`config.mk`:
```
export PLATFORM = sky130hd
export DESIGN_NAME = sha256_hash_core_top
export DESIGN_NICKNAME = d
export VERILOG_FILES = /design/src/hw/rtl/sha_pkg.sv /design/src/hw/rtl/sha_datapath.sv /design/src/hw/rtl/sha_ctrl.sv /design/src/hw/rtl/sha256_hash_core_top.sv
export VERILOG_INCLUDE_DIRS = /design/src /design/src/hw/rtl
export SDC_FILE = /design/constraint.sdc
export NUM_CORES = 2
export LEC_CHECK = 0
export BUFFER_PORTS_ARGS = -buffer_cell sky130_fd_sc_hd__buf_2
export CAP_MARGIN = 20
export CORE_ASPECT_RATIO = 1.1
export CORE_UTILIZATION = 55
export CTS_CLUSTER_DIAMETER = 120
export DETAILED_ROUTE_END_ITERATION = 8
export PLACE_DENSITY = 0.71
export SLEW_MARGIN = 20
export SYNTH_ARGS = -nofsm -noshare
export SYNTH_HDL_FRONTEND = slang
export SYNTH_SLANG_ARGS = --single-unit
```
`constraint.sdc`:
```
create_clock -name i_clk -period 26 [get_ports i_clk]
set_clock_uncertainty 0.15 [all_clocks]
set_input_delay 7.8 -clock i_clk [delete_from_list [all_inputs] [get_ports i_clk]]
set_output_delay 7.8 -clock i_clk [all_outputs]
set_load 0.005 [all_outputs]
```
`src/hw/rtl/assert_macros.svh`:
```
// Assertion macros shared by the RTL files.
`ifndef ASSERT_MACROS_SVH
`define ASSERT_MACROS_SVH
`ifndef SYNTHESIS
`define ASSERT_CLK(label, clk, rst_n, prop) \
    label: assert property (@(posedge clk) disable iff (!rst_n) prop) \
        else $error("assertion failed");
`define ASSERT_CLK_NR(label, clk, prop) \
    label: assert property (@(posedge clk) prop) else $error("assertion failed");
`else
`define ASSERT_CLK(label, clk, rst_n, prop)
`define ASSERT_CLK_NR(label, clk, prop)
`endif
`endif

```
`src/hw/rtl/sha_pkg.sv`:
```
package sha_pkg;

    typedef logic [31:0] t_word;

    typedef struct packed {
        logic load_iv;     // load initial value, clear counters
        logic push;        // store c.word into buffer
        t_word word;
        logic add_bytes;   // add c.nbytes to byte count
        logic [2:0] nbytes;
        logic start;       // start compression of the buffer
    } t_cmd;

    typedef struct packed {
        logic busy;
        logic [3:0] pos;
    } t_status;

    function automatic t_word sha_k(input logic [5:0] i);
        t_word k [64] = '{
            32'h428a2f98, 32'h71374491, 32'hb5c0fbcf, 32'he9b5dba5, 32'h3956c25b, 32'h59f111f1,
            32'h923f82a4, 32'hab1c5ed5, 32'hd807aa98, 32'h12835b01, 32'h243185be, 32'h550c7dc3,
            32'h72be5d74, 32'h80deb1fe, 32'h9bdc06a7, 32'hc19bf174, 32'he49b69c1, 32'hefbe4786,
            32'h0fc19dc6, 32'h240ca1cc, 32'h2de92c6f, 32'h4a7484aa, 32'h5cb0a9dc, 32'h76f988da,
            32'h983e5152, 32'ha831c66d, 32'hb00327c8, 32'hbf597fc7, 32'hc6e00bf3, 32'hd5a79147,
            32'h06ca6351, 32'h14292967, 32'h27b70a85, 32'h2e1b2138, 32'h4d2c6dfc, 32'h53380d13,
            32'h650a7354, 32'h766a0abb, 32'h81c2c92e, 32'h92722c85, 32'ha2bfe8a1, 32'ha81a664b,
            32'hc24b8b70, 32'hc76c51a3, 32'hd192e819, 32'hd6990624, 32'hf40e3585, 32'h106aa070,
            32'h19a4c116, 32'h1e376c08, 32'h2748774c, 32'h34b0bcb5, 32'h391c0cb3, 32'h4ed8aa4a,
            32'h5b9cca4f, 32'h682e6ff3, 32'h748f82ee, 32'h78a5636f, 32'h84c87814, 32'h8cc70208,
            32'h90befffa, 32'ha4506ceb, 32'hbef9a3f7, 32'hc67178f2};
        return k[i];
    endfunction

    function automatic t_word sha_iv(input logic v, input logic [2:0] i);
        t_word iv [16] = '{
            32'h6a09e667, 32'hbb67ae85, 32'h3c6ef372, 32'ha54ff53a,
            32'h510e527f, 32'h9b05688c, 32'h1f83d9ab, 32'h5be0cd19,
            32'hc1059ed8, 32'h367cd507, 32'h3070dd17, 32'hf70e5939,
            32'hffc00b31, 32'h68581511, 32'h64f98fa7, 32'hbefa4fa4};
        return iv[{v, i}];
    endfunction

    localparam logic [7:0] PAD_MARK = 8'b10000000;

endpackage

```
`src/hw/rtl/sha_datapath.sv`:
```
`include "assert_macros.svh"

module sha_datapath
    import sha_pkg::*;
#(
    parameter int ROUNDS = 64
) (
    input  logic       i_clk,
    input  logic       i_rst_n,
    input  logic       i_variant,
    input  t_cmd       i_cmd,
    input  logic [2:0] i_rd_index,
    output t_word      o_rd_word,
    output logic [63:0] o_bit_len,
    output t_status    o_status
);

    t_word r_h [8];
    t_word r_w [16];     // message schedule window, entry 0 is the current word
    t_word r_a, r_b, r_c, r_d, r_e, r_f, r_g, r_h7;
    logic [3:0] r_pos;
    logic [60:0] r_count;
    logic r_busy;
    logic [6:0] r_round;
    logic r_fold;

    function automatic t_word rotr(input t_word x, input int n);
        return (x >> n) | (x << (32 - n));
    endfunction

    t_word s0, s1, ch, maj, sig0, sig1, t1, t2, w_new;

    always_comb begin
        sig1 = rotr(r_e, 6) ^ rotr(r_e, 11) ^ rotr(r_e, 25);
        ch = (r_e & r_f) ^ (~r_e & r_g);
        t1 = r_h7 + sig1 + ch + sha_k(r_round[5:0]) + r_w[0];
        sig0 = rotr(r_a, 2) ^ rotr(r_a, 13) ^ rotr(r_a, 22);
        maj = (r_a & r_b) ^ (r_a & r_c) ^ (r_b & r_c);
        t2 = sig0 + maj;
        s0 = rotr(r_w[1], 7) ^ rotr(r_w[1], 18) ^ (r_w[1] >> 3);
        s1 = rotr(r_w[14], 17) ^ rotr(r_w[14], 19) ^ (r_w[14] >> 10);
        w_new = r_w[0] + s0 + r_w[9] + s1;
    end

    always_ff @(posedge i_clk) begin
        if (!i_rst_n) begin
            r_busy <= 1'b0;
            r_fold <= 1'b0;
            r_pos <= '0;
            r_count <= '0;
            r_round <= '0;
            for (int i = 0; i < 8; i++) r_h[i] <= sha_iv(1'b0, 3'(i));
        end else if (i_cmd.load_iv) begin
            r_busy <= 1'b0;
            r_fold <= 1'b0;
            r_pos <= '0;
            r_count <= '0;
            for (int i = 0; i < 8; i++) r_h[i] <= sha_iv(i_variant, 3'(i));
        end else begin
            if (i_cmd.add_bytes) r_count <= r_count + 61'(i_cmd.nbytes);
            if (i_cmd.push) begin
                r_w[r_pos] <= i_cmd.word;
                r_pos <= r_pos + 4'd1;
            end
            if (i_cmd.start) begin
                r_busy <= 1'b1;
                r_round <= '0;
                {r_a, r_b, r_c, r_d} <= {r_h[0], r_h[1], r_h[2], r_h[3]};
                {r_e, r_f, r_g, r_h7} <= {r_h[4], r_h[5], r_h[6], r_h[7]};
            end else if (r_fold) begin
                r_fold <= 1'b0;
                r_busy <= 1'b0;
                r_h[0] <= r_h[0] + r_a; r_h[1] <= r_h[1] + r_b;
                r_h[2] <= r_h[2] + r_c; r_h[3] <= r_h[3] + r_d;
                r_h[4] <= r_h[4] + r_e; r_h[5] <= r_h[5] + r_f;
                r_h[6] <= r_h[6] + r_g; r_h[7] <= r_h[7] + r_h7;
            end else if (r_busy) begin
                r_h7 <= r_g; r_g <= r_f; r_f <= r_e; r_e <= r_d + t1;
                r_d <= r_c; r_c <= r_b; r_b <= r_a; r_a <= t1 + t2;
                for (int i = 0; i < 15; i++) r_w[i] <= r_w[i + 1];
                r_w[15] <= w_new;
                r_round <= r_round + 7'd1;
                if (r_round == 7'(ROUNDS - 1)) r_fold <= 1'b1;
            end
        end
    end

    assign o_rd_word = r_h[i_rd_index];
    assign o_bit_len = {r_count, 3'b000};
    assign o_status = '{busy: r_busy, pos: r_pos};

    `ASSERT_CLK(a_no_push_busy, i_clk, i_rst_n, r_busy |-> !i_cmd.push)
    `ASSERT_CLK(a_start_full, i_clk, i_rst_n, i_cmd.start |-> (r_pos == 4'd0 && !r_busy))
    `ASSERT_CLK(a_fold_ends, i_clk, i_rst_n, r_fold && !i_cmd.load_iv |=> !r_busy)

endmodule

```
`src/hw/rtl/sha_ctrl.sv`:
```
`include "assert_macros.svh"

module sha_ctrl
    import sha_pkg::*;
(
    input  logic       i_clk,
    input  logic       i_rst_n,
    input  logic       i_in_valid,
    output logic       o_in_ready,
    input  t_word      i_data_word,
    input  logic [2:0] i_valid_bytes,
    input  logic       i_is_last,
    input  logic       i_cfg_valid,
    input  logic       i_variant,
    input  t_status    i_status,
    input  logic [63:0] i_bit_len,
    input  t_word      i_rd_word,
    output logic [2:0] o_rd_index,
    output t_cmd       o_cmd,
    output logic       o_out_valid,
    input  logic       i_out_ready,
    output t_word      o_digest_word,
    output logic [2:0] o_word_index,
    output logic       o_last_word
);

    localparam logic [2:0] S_IN = 3'd0;
    localparam logic [2:0] S_WAIT = 3'd1;   // compression of a full data block
    localparam logic [2:0] S_PAD = 3'd2;    // pushing padding words
    localparam logic [2:0] S_PWAIT = 3'd3;  // compression during padding
    localparam logic [2:0] S_OUT = 3'd4;

    logic [2:0] r_state, n_state;
    logic       r_mark_done, n_mark_done;   // 0x80 word still owed when full word was last
    logic       r_seen_start, n_seen_start;
    logic [2:0] r_idx, n_idx;
    logic       r_ov, n_ov;
    t_word      r_dw;
    logic [2:0] r_wi;
    logic       r_lw;
    logic       in_acc, out_free, final_idx;
    logic [2:0] nb;
    t_word      keep, tail;

    assign o_in_ready = (r_state == S_IN) && !i_status.busy;
    assign in_acc = i_in_valid && o_in_ready;
    assign out_free = !r_ov || i_out_ready;
    assign final_idx = i_variant ? (r_idx == 3'd6) : (r_idx == 3'd7);
    assign o_rd_index = r_idx;

    always_comb begin
        nb = (i_valid_bytes > 3'd4) ? 3'd4 : i_valid_bytes;
        keep = (nb == 3'd0) ? 32'h0 : ~(32'hffffffff >> {nb, 3'b000});
        tail = (i_data_word & keep) | (32'(PAD_MARK) << (5'd24 - {nb[1:0], 3'b000}));
    end

    always_comb begin
        n_state = r_state;
        n_mark_done = r_mark_done;
        n_seen_start = 1'b0;
        n_idx = r_idx;
        n_ov = r_ov && !i_out_ready;
        o_cmd = '0;
        unique case (r_state)
            S_IN: begin
                if (in_acc) begin
                    o_cmd.push = 1'b1;
                    o_cmd.add_bytes = 1'b1;
                    if (!i_is_last) begin
                        o_cmd.nbytes = 3'd4;
                        o_cmd.word = i_data_word;
                        if (i_status.pos == 4'd15) n_state = S_WAIT;
                    end else begin
                        o_cmd.nbytes = nb;
                        o_cmd.word = (nb == 3'd4) ? i_data_word : tail;
                        n_mark_done = (nb != 3'd4);
                        if (i_status.pos == 4'd15) n_idx = 3'd1;
                        n_state = S_PAD;
                    end
                end
            end
            S_WAIT: begin
                if (i_status.pos == 4'd0 && !i_status.busy && !r_seen_start) begin
                    o_cmd.start = 1'b1;
                    n_seen_start = 1'b1;
                end
                if (r_seen_start && !i_status.busy) n_state = S_IN;
                else if (r_seen_start) n_seen_start = 1'b1;
            end
            S_PAD: begin
                // r_idx during padding: 0 = filling, 1 = block full, 2 = length high
                // word stored, 3 = final block full.
                if (r_idx == 3'd1 || r_idx == 3'd3) begin
                    o_cmd.start = 1'b1;
                    n_seen_start = 1'b1;
                    n_state = S_PWAIT;
                end else begin
                    o_cmd.push = 1'b1;
                    if (!r_mark_done) begin
                        o_cmd.word = {PAD_MARK, 24'h0};
                        n_mark_done = 1'b1;
                    end else if (i_status.pos == 4'd14) begin
                        // Reaching word 14 after the marker leaves room for the length.
                        o_cmd.word = i_bit_len[63:32];
                        n_idx = 3'd2;
                    end else if (r_idx == 3'd2) begin
                        o_cmd.word = i_bit_len[31:0];
                    end else begin
                        o_cmd.word = '0;
                    end
                    if (i_status.pos == 4'd15) n_idx = (r_idx == 3'd2) ? 3'd3 : 3'd1;
                end
            end
            S_PWAIT: begin
                if (r_seen_start && !i_status.busy) begin
                    if (r_idx == 3'd3) begin
                        n_state = S_OUT;
                        n_idx = 3'd0;
                    end else begin
                        n_state = S_PAD;
                        n_idx = 3'd0;
                    end
                end else begin
                    n_seen_start = 1'b1;
                end
            end
            S_OUT: begin
                if (out_free) begin
                    n_ov = 1'b1;
                    n_idx = r_idx + 3'd1;
                    if (final_idx) begin
                        o_cmd.load_iv = 1'b1;
                        n_idx = 3'd0;
                        n_state = S_IN;
                    end
                end
            end
            default: n_state = S_IN;
        endcase
        if (i_cfg_valid) begin
            n_state = S_IN;
            n_idx = 3'd0;
            n_ov = 1'b0;
            o_cmd = '0;
            o_cmd.load_iv = 1'b1;
        end
    end

    always_ff @(posedge i_clk) begin
        if (!i_rst_n) begin
            r_state <= S_IN;
            r_mark_done <= 1'b0;
            r_seen_start <= 1'b0;
            r_idx <= '0;
            r_ov <= 1'b0;
        end else begin
            r_state <= n_state;
            r_mark_done <= n_mark_done;
            r_seen_start <= n_seen_start;
            r_idx <= n_idx;
            r_ov <= n_ov;
        end
    end

    always_ff @(posedge i_clk) begin
        if (r_state == S_OUT && out_free) begin
            r_dw <= i_rd_word;
            r_wi <= r_idx;
            r_lw <= final_idx;
        end
    end

    assign o_out_valid = r_ov;
    assign o_digest_word = r_dw;
    assign o_word_index = r_wi;
    assign o_last_word = r_lw;

    `ASSERT_CLK(a_out_hold, i_clk, i_rst_n,
        r_ov && !i_out_ready && !i_cfg_valid |=> r_ov && $stable(r_dw))
    `ASSERT_CLK(a_no_in_out, i_clk, i_rst_n, r_state == S_OUT |-> !o_in_ready)
    `ASSERT_CLK(a_idx_pad, i_clk, i_rst_n, r_state == S_PAD |-> r_idx <= 3'd3)

endmodule

```
`src/hw/rtl/sha256_hash_core_top.sv`:
```
// SHA-256 / SHA-224 hash core.
// Input channel (i_in_valid / o_in_ready) moves one 32-bit message word,
// big-endian, with a byte count and a last flag. Every 16th word starts a
// compression of 64 rounds at one round per cycle plus setup and fold,
// during which input is held off; so the input rate is set by the
// single shared round unit.
// After a last word the core pushes padding one word per cycle, pausing for one
// or two final compressions, then sends 8 (SHA-256) or 7 (SHA-224) digest
// words on the output channel (o_out_valid / i_out_ready), one per cycle
// while the receiver takes them. A stalled receiver simply holds the
// current digest word; the core waits. After the final word the initial
// value is reloaded and the next message may start.
// The config channel (i_cfg_valid / o_cfg_ready) writes the variant bit and
// restarts the message. Synchronous active-low reset selects SHA-256 and
// clears all counters.
module sha256_hash_core_top
    import sha_pkg::*;
#(
    parameter int ROUNDS = 64
) (
    input  logic        i_clk,
    input  logic        i_rst_n,
    input  logic        i_in_valid,
    output logic        o_in_ready,
    input  logic [31:0] i_data_word,
    input  logic [2:0]  i_valid_bytes,
    input  logic        i_is_last,
    output logic        o_out_valid,
    input  logic        i_out_ready,
    output logic [31:0] o_digest_word,
    output logic [2:0]  o_word_index,
    output logic        o_last_word,
    input  logic        i_cfg_valid,
    output logic        o_cfg_ready,
    input  logic        i_cfg_variant
);

    logic r_variant;
    t_cmd cmd;
    t_status status;
    logic [63:0] bit_len;
    t_word rd_word;
    logic [2:0] rd_index;

    assign o_cfg_ready = 1'b1;

    always_ff @(posedge i_clk) begin
        if (!i_rst_n) r_variant <= 1'b0;
        else if (i_cfg_valid) r_variant <= i_cfg_variant;
    end

    sha_ctrl u_ctrl (
        .i_clk, .i_rst_n, .i_in_valid, .o_in_ready, .i_data_word, .i_valid_bytes,
        .i_is_last, .i_cfg_valid, .i_variant(r_variant), .i_status(status),
        .i_bit_len(bit_len), .i_rd_word(rd_word), .o_rd_index(rd_index), .o_cmd(cmd),
        .o_out_valid, .i_out_ready, .o_digest_word, .o_word_index, .o_last_word
    );

    sha_datapath #(.ROUNDS(ROUNDS)) u_dp (
        .i_clk, .i_rst_n, .i_variant(i_cfg_valid ? i_cfg_variant : r_variant),
        .i_cmd(cmd), .i_rd_index(rd_index), .o_rd_word(rd_word),
        .o_bit_len(bit_len), .o_status(status)
    );

endmodule
```
# Word-level counts from Yosys, hierarchy flattened
# Memory sizes are Yosys's and may differ from the RTL's. A register that Yosys moved wholly into a read port is not among the register bits.
# Cells that the tools add are included.
[totals]
regBits = 344
ram_bits = 768
romBits = 6144
inputBits = 42
output_inout_bits = 39
wordCells = 314
memories = 11
[mem_list]
columns = ["memory", "depth", "width", "read_ports", "rd_clocked_by_memory_dff", "wr", "line_no", "source"]
rows = [
  ["(no name shown)", 64, 32, 1, 0, 0, "sha_pkg.sv:32", "return k[i];"],
  ["(no name shown)", 16, 32, 1, 0, 0, "sha_pkg.sv:41", "return iv[{v, i}];"],
  ["(no name shown)", 16, 32, 1, 0, 0, "sha_pkg.sv:41", ""],
  ["(no name shown)", 16, 32, 1, 0, 0, "sha_pkg.sv:41", ""],
  ["(no name shown)", 16, 32, 1, 0, 0, "sha_pkg.sv:41", ""],
  ["(no name shown)", 16, 32, 1, 0, 0, "sha_pkg.sv:41", ""],
  ["5 more memories", "--", "--", "--", "--", "--", "--", ""],
]
[op_classes]
addsub = 23
order_cmp = 10
n_eq_ne = 27
shift = 2
n_mux = 136
bitwise = 57
reduce_logical = 27
[op_table]
columns = ["cell", "n"]
rows = [
  ["32-bit two-way mux", 64],
  ["32-bit adder", 18],
  ["32-bit XOR", 9],
  ["32-bit AND", 6],
  ["33-bit one-hot mux with 2 select lines", 1],
  ["32-bit inverter", 2],
  ["61-bit by 3-bit adder with 61-bit output", 1],
  ["3-bit two-way mux", 19],
  ["5-bit greater-or-equal comparator, second input constant", 8],
  ["4-bit inverter with 5-bit output", 8],
  ["1-bit two-way mux", 39],
  ["39-bit two-way mux", 1],
  ["37-bit two-way mux", 1],
  ["33-bit two-way mux", 1],
  ["10-bit by 32-bit OR with 32-bit output", 1],
  ["13-bit by 32-bit OR with 32-bit output", 1],
  ["14-bit by 32-bit OR with 32-bit output", 1],
  ["15-bit by 32-bit OR with 32-bit output", 1],
  ["19-bit by 32-bit OR with 32-bit output", 1],
  ["21-bit by 32-bit OR with 32-bit output", 1],
  ["25-bit by 32-bit OR with 32-bit output", 1],
  ["26-bit by 32-bit OR with 32-bit output", 1],
  ["30-bit by 32-bit OR with 32-bit output", 1],
  ["32-bit OR", 1],
  ["42 further kinds", 94],
]

# Longest topological paths before layout
[logic_depth]
ltp_word = 17
ltp_mapped = 44
mapped_depth_nobuf = 41

# Hierarchy
# A second synthesis with hierarchy kept.
[hier_totals]
hier_cells = 6922
area_unflattened_um2 = 75677.6
[modules_own_cells]
columns = ["mod", "n_inst", "cells_each", "area_per_inst_um2", "seq_area_each_um2"]
rows = [
  ["sha_datapath", 1, 6584, 72738.5, 32090.8],
  ["sha_ctrl", 1, 333, 2884.0, 1261.2],
  ["sha256_hash_core_top", 1, 5, 55.1, 20.0],
]

# Worst setup path after synthesis
# OpenSTA, ideal clock, no wires.
[synth_timing]
path_type = "input to register"
start = "input port i_out_ready"
end = "register u_dp.r_a[0] (enable)"
setup_time_ns = 0.958
arrival_time_ns = 21.703
t_required_ns = 24.892
slack_ns = 3.189
path_stages = 5
path_buffers = 0
path_cell_list = "nand2b_1 > and2_1 > a21oi_1 > nand2_1 > a21oi_1"
[synth_via]
elab_chain_cells = 6
[synth_lines]
columns = ["item", "line_no", "source"]
rows = [
  ["from (decl)", "sha256_hash_core_top.sv:29", "input logic i_out_ready,"],
  ["1-bit logical OR", "sha_ctrl.sv:47", "assign out_free = !r_ov || i_out_ready;"],
  ["1-bit two-way mux", "sha_ctrl.sv:128", "if (out_free) begin"],
  ["1-bit two-way mux", "sha_ctrl.sv:64", "unique case (r_state)"],
  ["39-bit two-way mux", "sha_ctrl.sv:140", "if (i_cfg_valid) begin"],
  ["1-bit inverter (no source line)", "--", ""],
  ["4-bit AND reduction (no source line)", "--", ""],
  ["to (signal assigned)", "sha_datapath.sv:68", "{r_a, r_b, r_c, r_d} <= {r_h[0], r_h[1], r_h[2], r_h[3]};"],
  ["to (signal assigned)", "sha_datapath.sv:79", "r_d <= r_c; r_c <= r_b; r_b <= r_a; r_a <= t1 + t2;"],
  ["to (decl)", "sha_datapath.sv:20", "t_word r_a, r_b, r_c, r_d, r_e, r_f, r_g, r_h7;"],
]
# No other way between the ends.
# A chain may end at the register's enable or synchronous reset.

# Worst setup path after layout
[layout_timing]
start = "input port i_out_ready"
end = "register u_dp.r_h7[0] (enable)"
[layout_via]
elab_chain_cells = 6
[layout_lines]
columns = ["item", "line_no", "source"]
rows = [
  ["1-bit logical OR", "sha_ctrl.sv:47", ""],
  ["1-bit two-way mux", "sha_ctrl.sv:128", ""],
  ["1-bit two-way mux", "sha_ctrl.sv:64", ""],
  ["39-bit two-way mux", "sha_ctrl.sv:140", ""],
  ["1-bit inverter (no source line)", "--", ""],
  ["4-bit AND reduction (no source line)", "--", ""],
  ["to (signal assigned)", "sha_datapath.sv:69", "{r_e, r_f, r_g, r_h7} <= {r_h[4], r_h[5], r_h[6], r_h[7]};"],
  ["to (signal assigned)", "sha_datapath.sv:78", "r_h7 <= r_g; r_g <= r_f; r_f <= r_e; r_e <= r_d + t1;"],
  ["to (decl)", "sha_datapath.sv:20", ""],
]
# No other way between the ends.

==> summary.txt <==
Antenna Violating Nets Remaining -> 0
Post-Syn Instances -> 7348
Root Buffer -> clkbuf_16
Seq pwr share -> 0.366
CTS resizes -> 0
Setup_tns -> 0 ns
Psw -> 1.99 mW
Largest net degree at the start of global routing -> 139
Synth Area per Inst -> 10.3 µm²
GR Util met1 -> 0.422
FILL cells -> 11300
RSZ-0062 raised after global routing -> false
Top-level I/O count -> 81
DP Wirelength -> 172000 µm
Measured slew at the worst slew-check pin -> 1.34 ns
Chip Width -> 355 µm
Vias in the first global route -> 56600
Initial antenna violation count -> 0
Fmax -> 0.0783 GHz
Top reg by flops -> u_dp.r_w
Final hold violation count -> 0
Setup CP Type -> in2reg
DR vias/cell -> 6.42
Peak supply drop -> 0.0000767 V
Syn Std Cell Area -> 75300 µm²
Clock insertion delay at the later pin of the skew report -> 0.80 ns
Crit path capture type -> flip-flop
Worst EP arrival -> 13.04 ns
IO buf count -> 79
Max clock buf depth -> 3
EDFF count, synth -> 1046
Fin nets -> 7890
Routability congestion estimate -> 1.01
Placed Area -> 77300 µm²
CORE AREA -> 136000 µm²
Layout Cells excl Fill -> 9149
Combinational share of power -> 0.330
Area added between synthesis and finish -> 8.02%
Yosys reg bits -> 1144
GR Util met2 -> 0.550
Critical-path maximum fanout -> 138
Design area -> 81400 µm²
CP required -> 26.26 ns
Layout cells sized above 1 -> 0.0697
P_leak -> 34.9 nW
Slew Viols, Final -> 0
Row cnt -> 142
Max-Cap Viols -> 0
Die height -> 390 µm
Max reg flops -> 512
Setup-failing EPs final -> 0
Syn. warnings -> 0
1st-iter DRT viols -> 6585
Register area share after synthesis -> 0.443
Status -> finished, final reports clean
Syn Nets -> 7990
Residual DRC -> 0
Period Utilization, post-route -> 0.491
GRT Overall Usage -> 0.341
Max_slew headroom -> 0.105
Final WL -> 239000 µm
CTS tree -> done
FFs w/ async S/R, synth -> 0
Synth Flop Type -> edfxtp_1
Largest registers -> u_dp.r_w: 512 flops, u_dp.r_h: 256 flops, u_dp.r_count: 61 flops
Grt ovf -> 0
Cts hold-fix bufs -> 0
Die area -> 138000 µm²
P per Cell Area -> 72.9 nW/µm²
Fin crit period -> 12.78 ns
Starting density of the core -> 0.554
Clock power frac -> 0.303
First-pass DRT Iterations -> 8
Post-CTS Repair Setup Buffers -> 0
First-pass GRT wire length -> 352000 µm
Global Route met3 Usage -> 0.0470
Sink Count -> 1144
Reg clk slew, reported paths -> 0.05 ns
Vias -> 58700
Switching share of power -> 0.336
Total CTS buffers -> 131
GRT Max-Usage Layer -> met2
CTS HTree Levels -> 4
Placed cell count -> 8914
Hold Crit Class -> reg2reg
Critical Path Source Type -> primary input
Netlist cell types -> 92
Routed wire per std cell -> 26.1 µm
P_int -> 3.94 mW
==> cell type report <==
class                      instances  area, µm²  area share
antenna                            1       2.50   0.0000307
clock buffer                     165       3500      0.0430
clock inverter                    68        581     0.00713
inverter                         336       1260      0.0155
multi-input combinational       5479      39400       0.484
sequential                      1144      33400       0.410
tap                             1800       2250      0.0277
timing repair buffer             156       1020      0.0125
==> per-stage QoR <==
step	power (mW)	util	worst slack, ns	hold slack, ns
after global routing	6.20	0.598	12.92	0.365
final	5.93	0.598	13.22	0.347
after floorplan	3.66	-	3.19	0.256
after global placement	4.05	0.568	12.36	0.320
after detailed placement	4.12	0.568	12.30	0.340
after CTS	5.91	0.598	13.12	0.350
==> cells by family after synthesis <==
family / count (synthesis) / share of synthesized area
other: 1 / 0.0000498
adders and majority gates: 602 / 0.119
and+or+nand+nor: 2059 / 0.120
xor gates and xnor gates: 627 / 0.0729
DFF: 1144 / 0.443
buffers and inverters: 725 / 0.0364
muxes: 115 / 0.0275
AOI/OAI and AO/OA: 2075 / 0.180
==> cells in the final DEF (no fill, tap or decap), drive strengths merged, types with 14 or more instances in the layout <==
cell type,instances
xnor2,392
o2111ai,17
clkinv,60
mux4,71
buf,156
o211a,14
mux2i,17
o21bai,33
xor2,235
nand4,33
and4,17
and2,19
nor2b,34
nand2,1102
nor3b,15
mux2,27
a31oi,61
a211o,19
nand2b,84
o22ai,37
dfxtp,98
a21oi,458
a21o,686
o21ai,404
a211oi,61
nor2,399
fa,196
nor3,80
o21a,59
edfxtp,1046
clkbuf,165
nand3,135
o31ai,35
or3,36
inv,340
ha,404
o211ai,39
and3,53
==> Yosys cell counts (14+ instances only) <==
master / number / area [µm²]
mux2_2: 27 / 304
mux4_2: 71 / 1600
dfxtp_1: 98 / 1960
xor2_1: 235 / 2060
and4_1: 17 / 149
xnor2_1: 392 / 3430
and3_1: 53 / 332
nand2b_1: 84 / 526
a211o_1: 19 / 166
nand4_1: 31 / 194
o211a_1: 14 / 140
mux2i_1: 17 / 170
o211ai_1: 39 / 293
buf_1: 45 / 169
nand3_1: 135 / 676
a31oi_1: 61 / 382
o21ai_0: 399 / 2000
o21a_1: 59 / 443
nor2_1: 399 / 1500
a21oi_1: 458 / 2290
o31ai_1: 35 / 263
or3_1: 35 / 219
clkbuf_1: 336 / 1260
inv_1: 333 / 1250
o22ai_1: 37 / 231
nor2b_1: 34 / 213
fa_1: 196 / 3920
a211oi_1: 61 / 458
nand2_1: 1102 / 4140
edfxtp_1: 1046 / 31400
and2_1: 19 / 119
o21bai_1: 33 / 248
o2111ai_1: 17 / 149
nor3b_1: 15 / 113
ha_1: 404 / 5050
a21o_1: 686 / 5150
nor3_1: 79 / 395
==> power groups by stage <==
stage / logic, mW / clock network, mW / registers [mW]
6_report: 1.96 / 1.80 / 2.17
5_1_grt: 2.15 / 1.88 / 2.17
4_1_cts: 1.92 / 1.82 / 2.17
3_5_place_dp: 1.91 / 0 / 2.21
3_3_place_gp: 1.84 / 0 / 2.21
2_1_floorplan: 1.47 / 0 / 2.18
==> worst paths after layout <==
| check | start | end | slack (ns) | depth (start not counted) |
|---|---|---|---|---|
| setup / recovery | i_out_ready | u_dp.r_h7[0]$_DFFE_PP_ | 13.22 | 9 |
| hold / removal | u_dp.r_count[15]$_SDFFE_PP0P_ | u_dp.r_count[15]$_SDFFE_PP0P_ | 0.35 | 2 |
| setup reg to reg | u_dp.r_round[0]$_SDFFE_PN0P_ | u_dp.r_a[31]$_DFFE_PP_ | 14.39 | 35 |
| hold reg to reg | u_dp.r_count[15]$_SDFFE_PP0P_ | u_dp.r_count[15]$_SDFFE_PP0P_ | 0.35 | 2 |
==> per-layer routing <==
metal | up-vias | share of wire
li1 | 26300 | -
met3 | 636 | 0.085
met1 | 28700 | 0.37
met4 | 0 | 0.082
met5 | - | 0
met2 | 3111 | 0.47
==> worst max-delay path, cell delays in order <==
cell	delay [ns]
buf_2	0.09
nand2b_1	0.15
and2_2	0.53
a21oi_1	0.93
nand2_1	0.73
a21oi_4	0.31
buf_4	0.69
buf_12	0.64
buf_4	0.81
No activity file was read; power rests on OpenSTA's default activity.
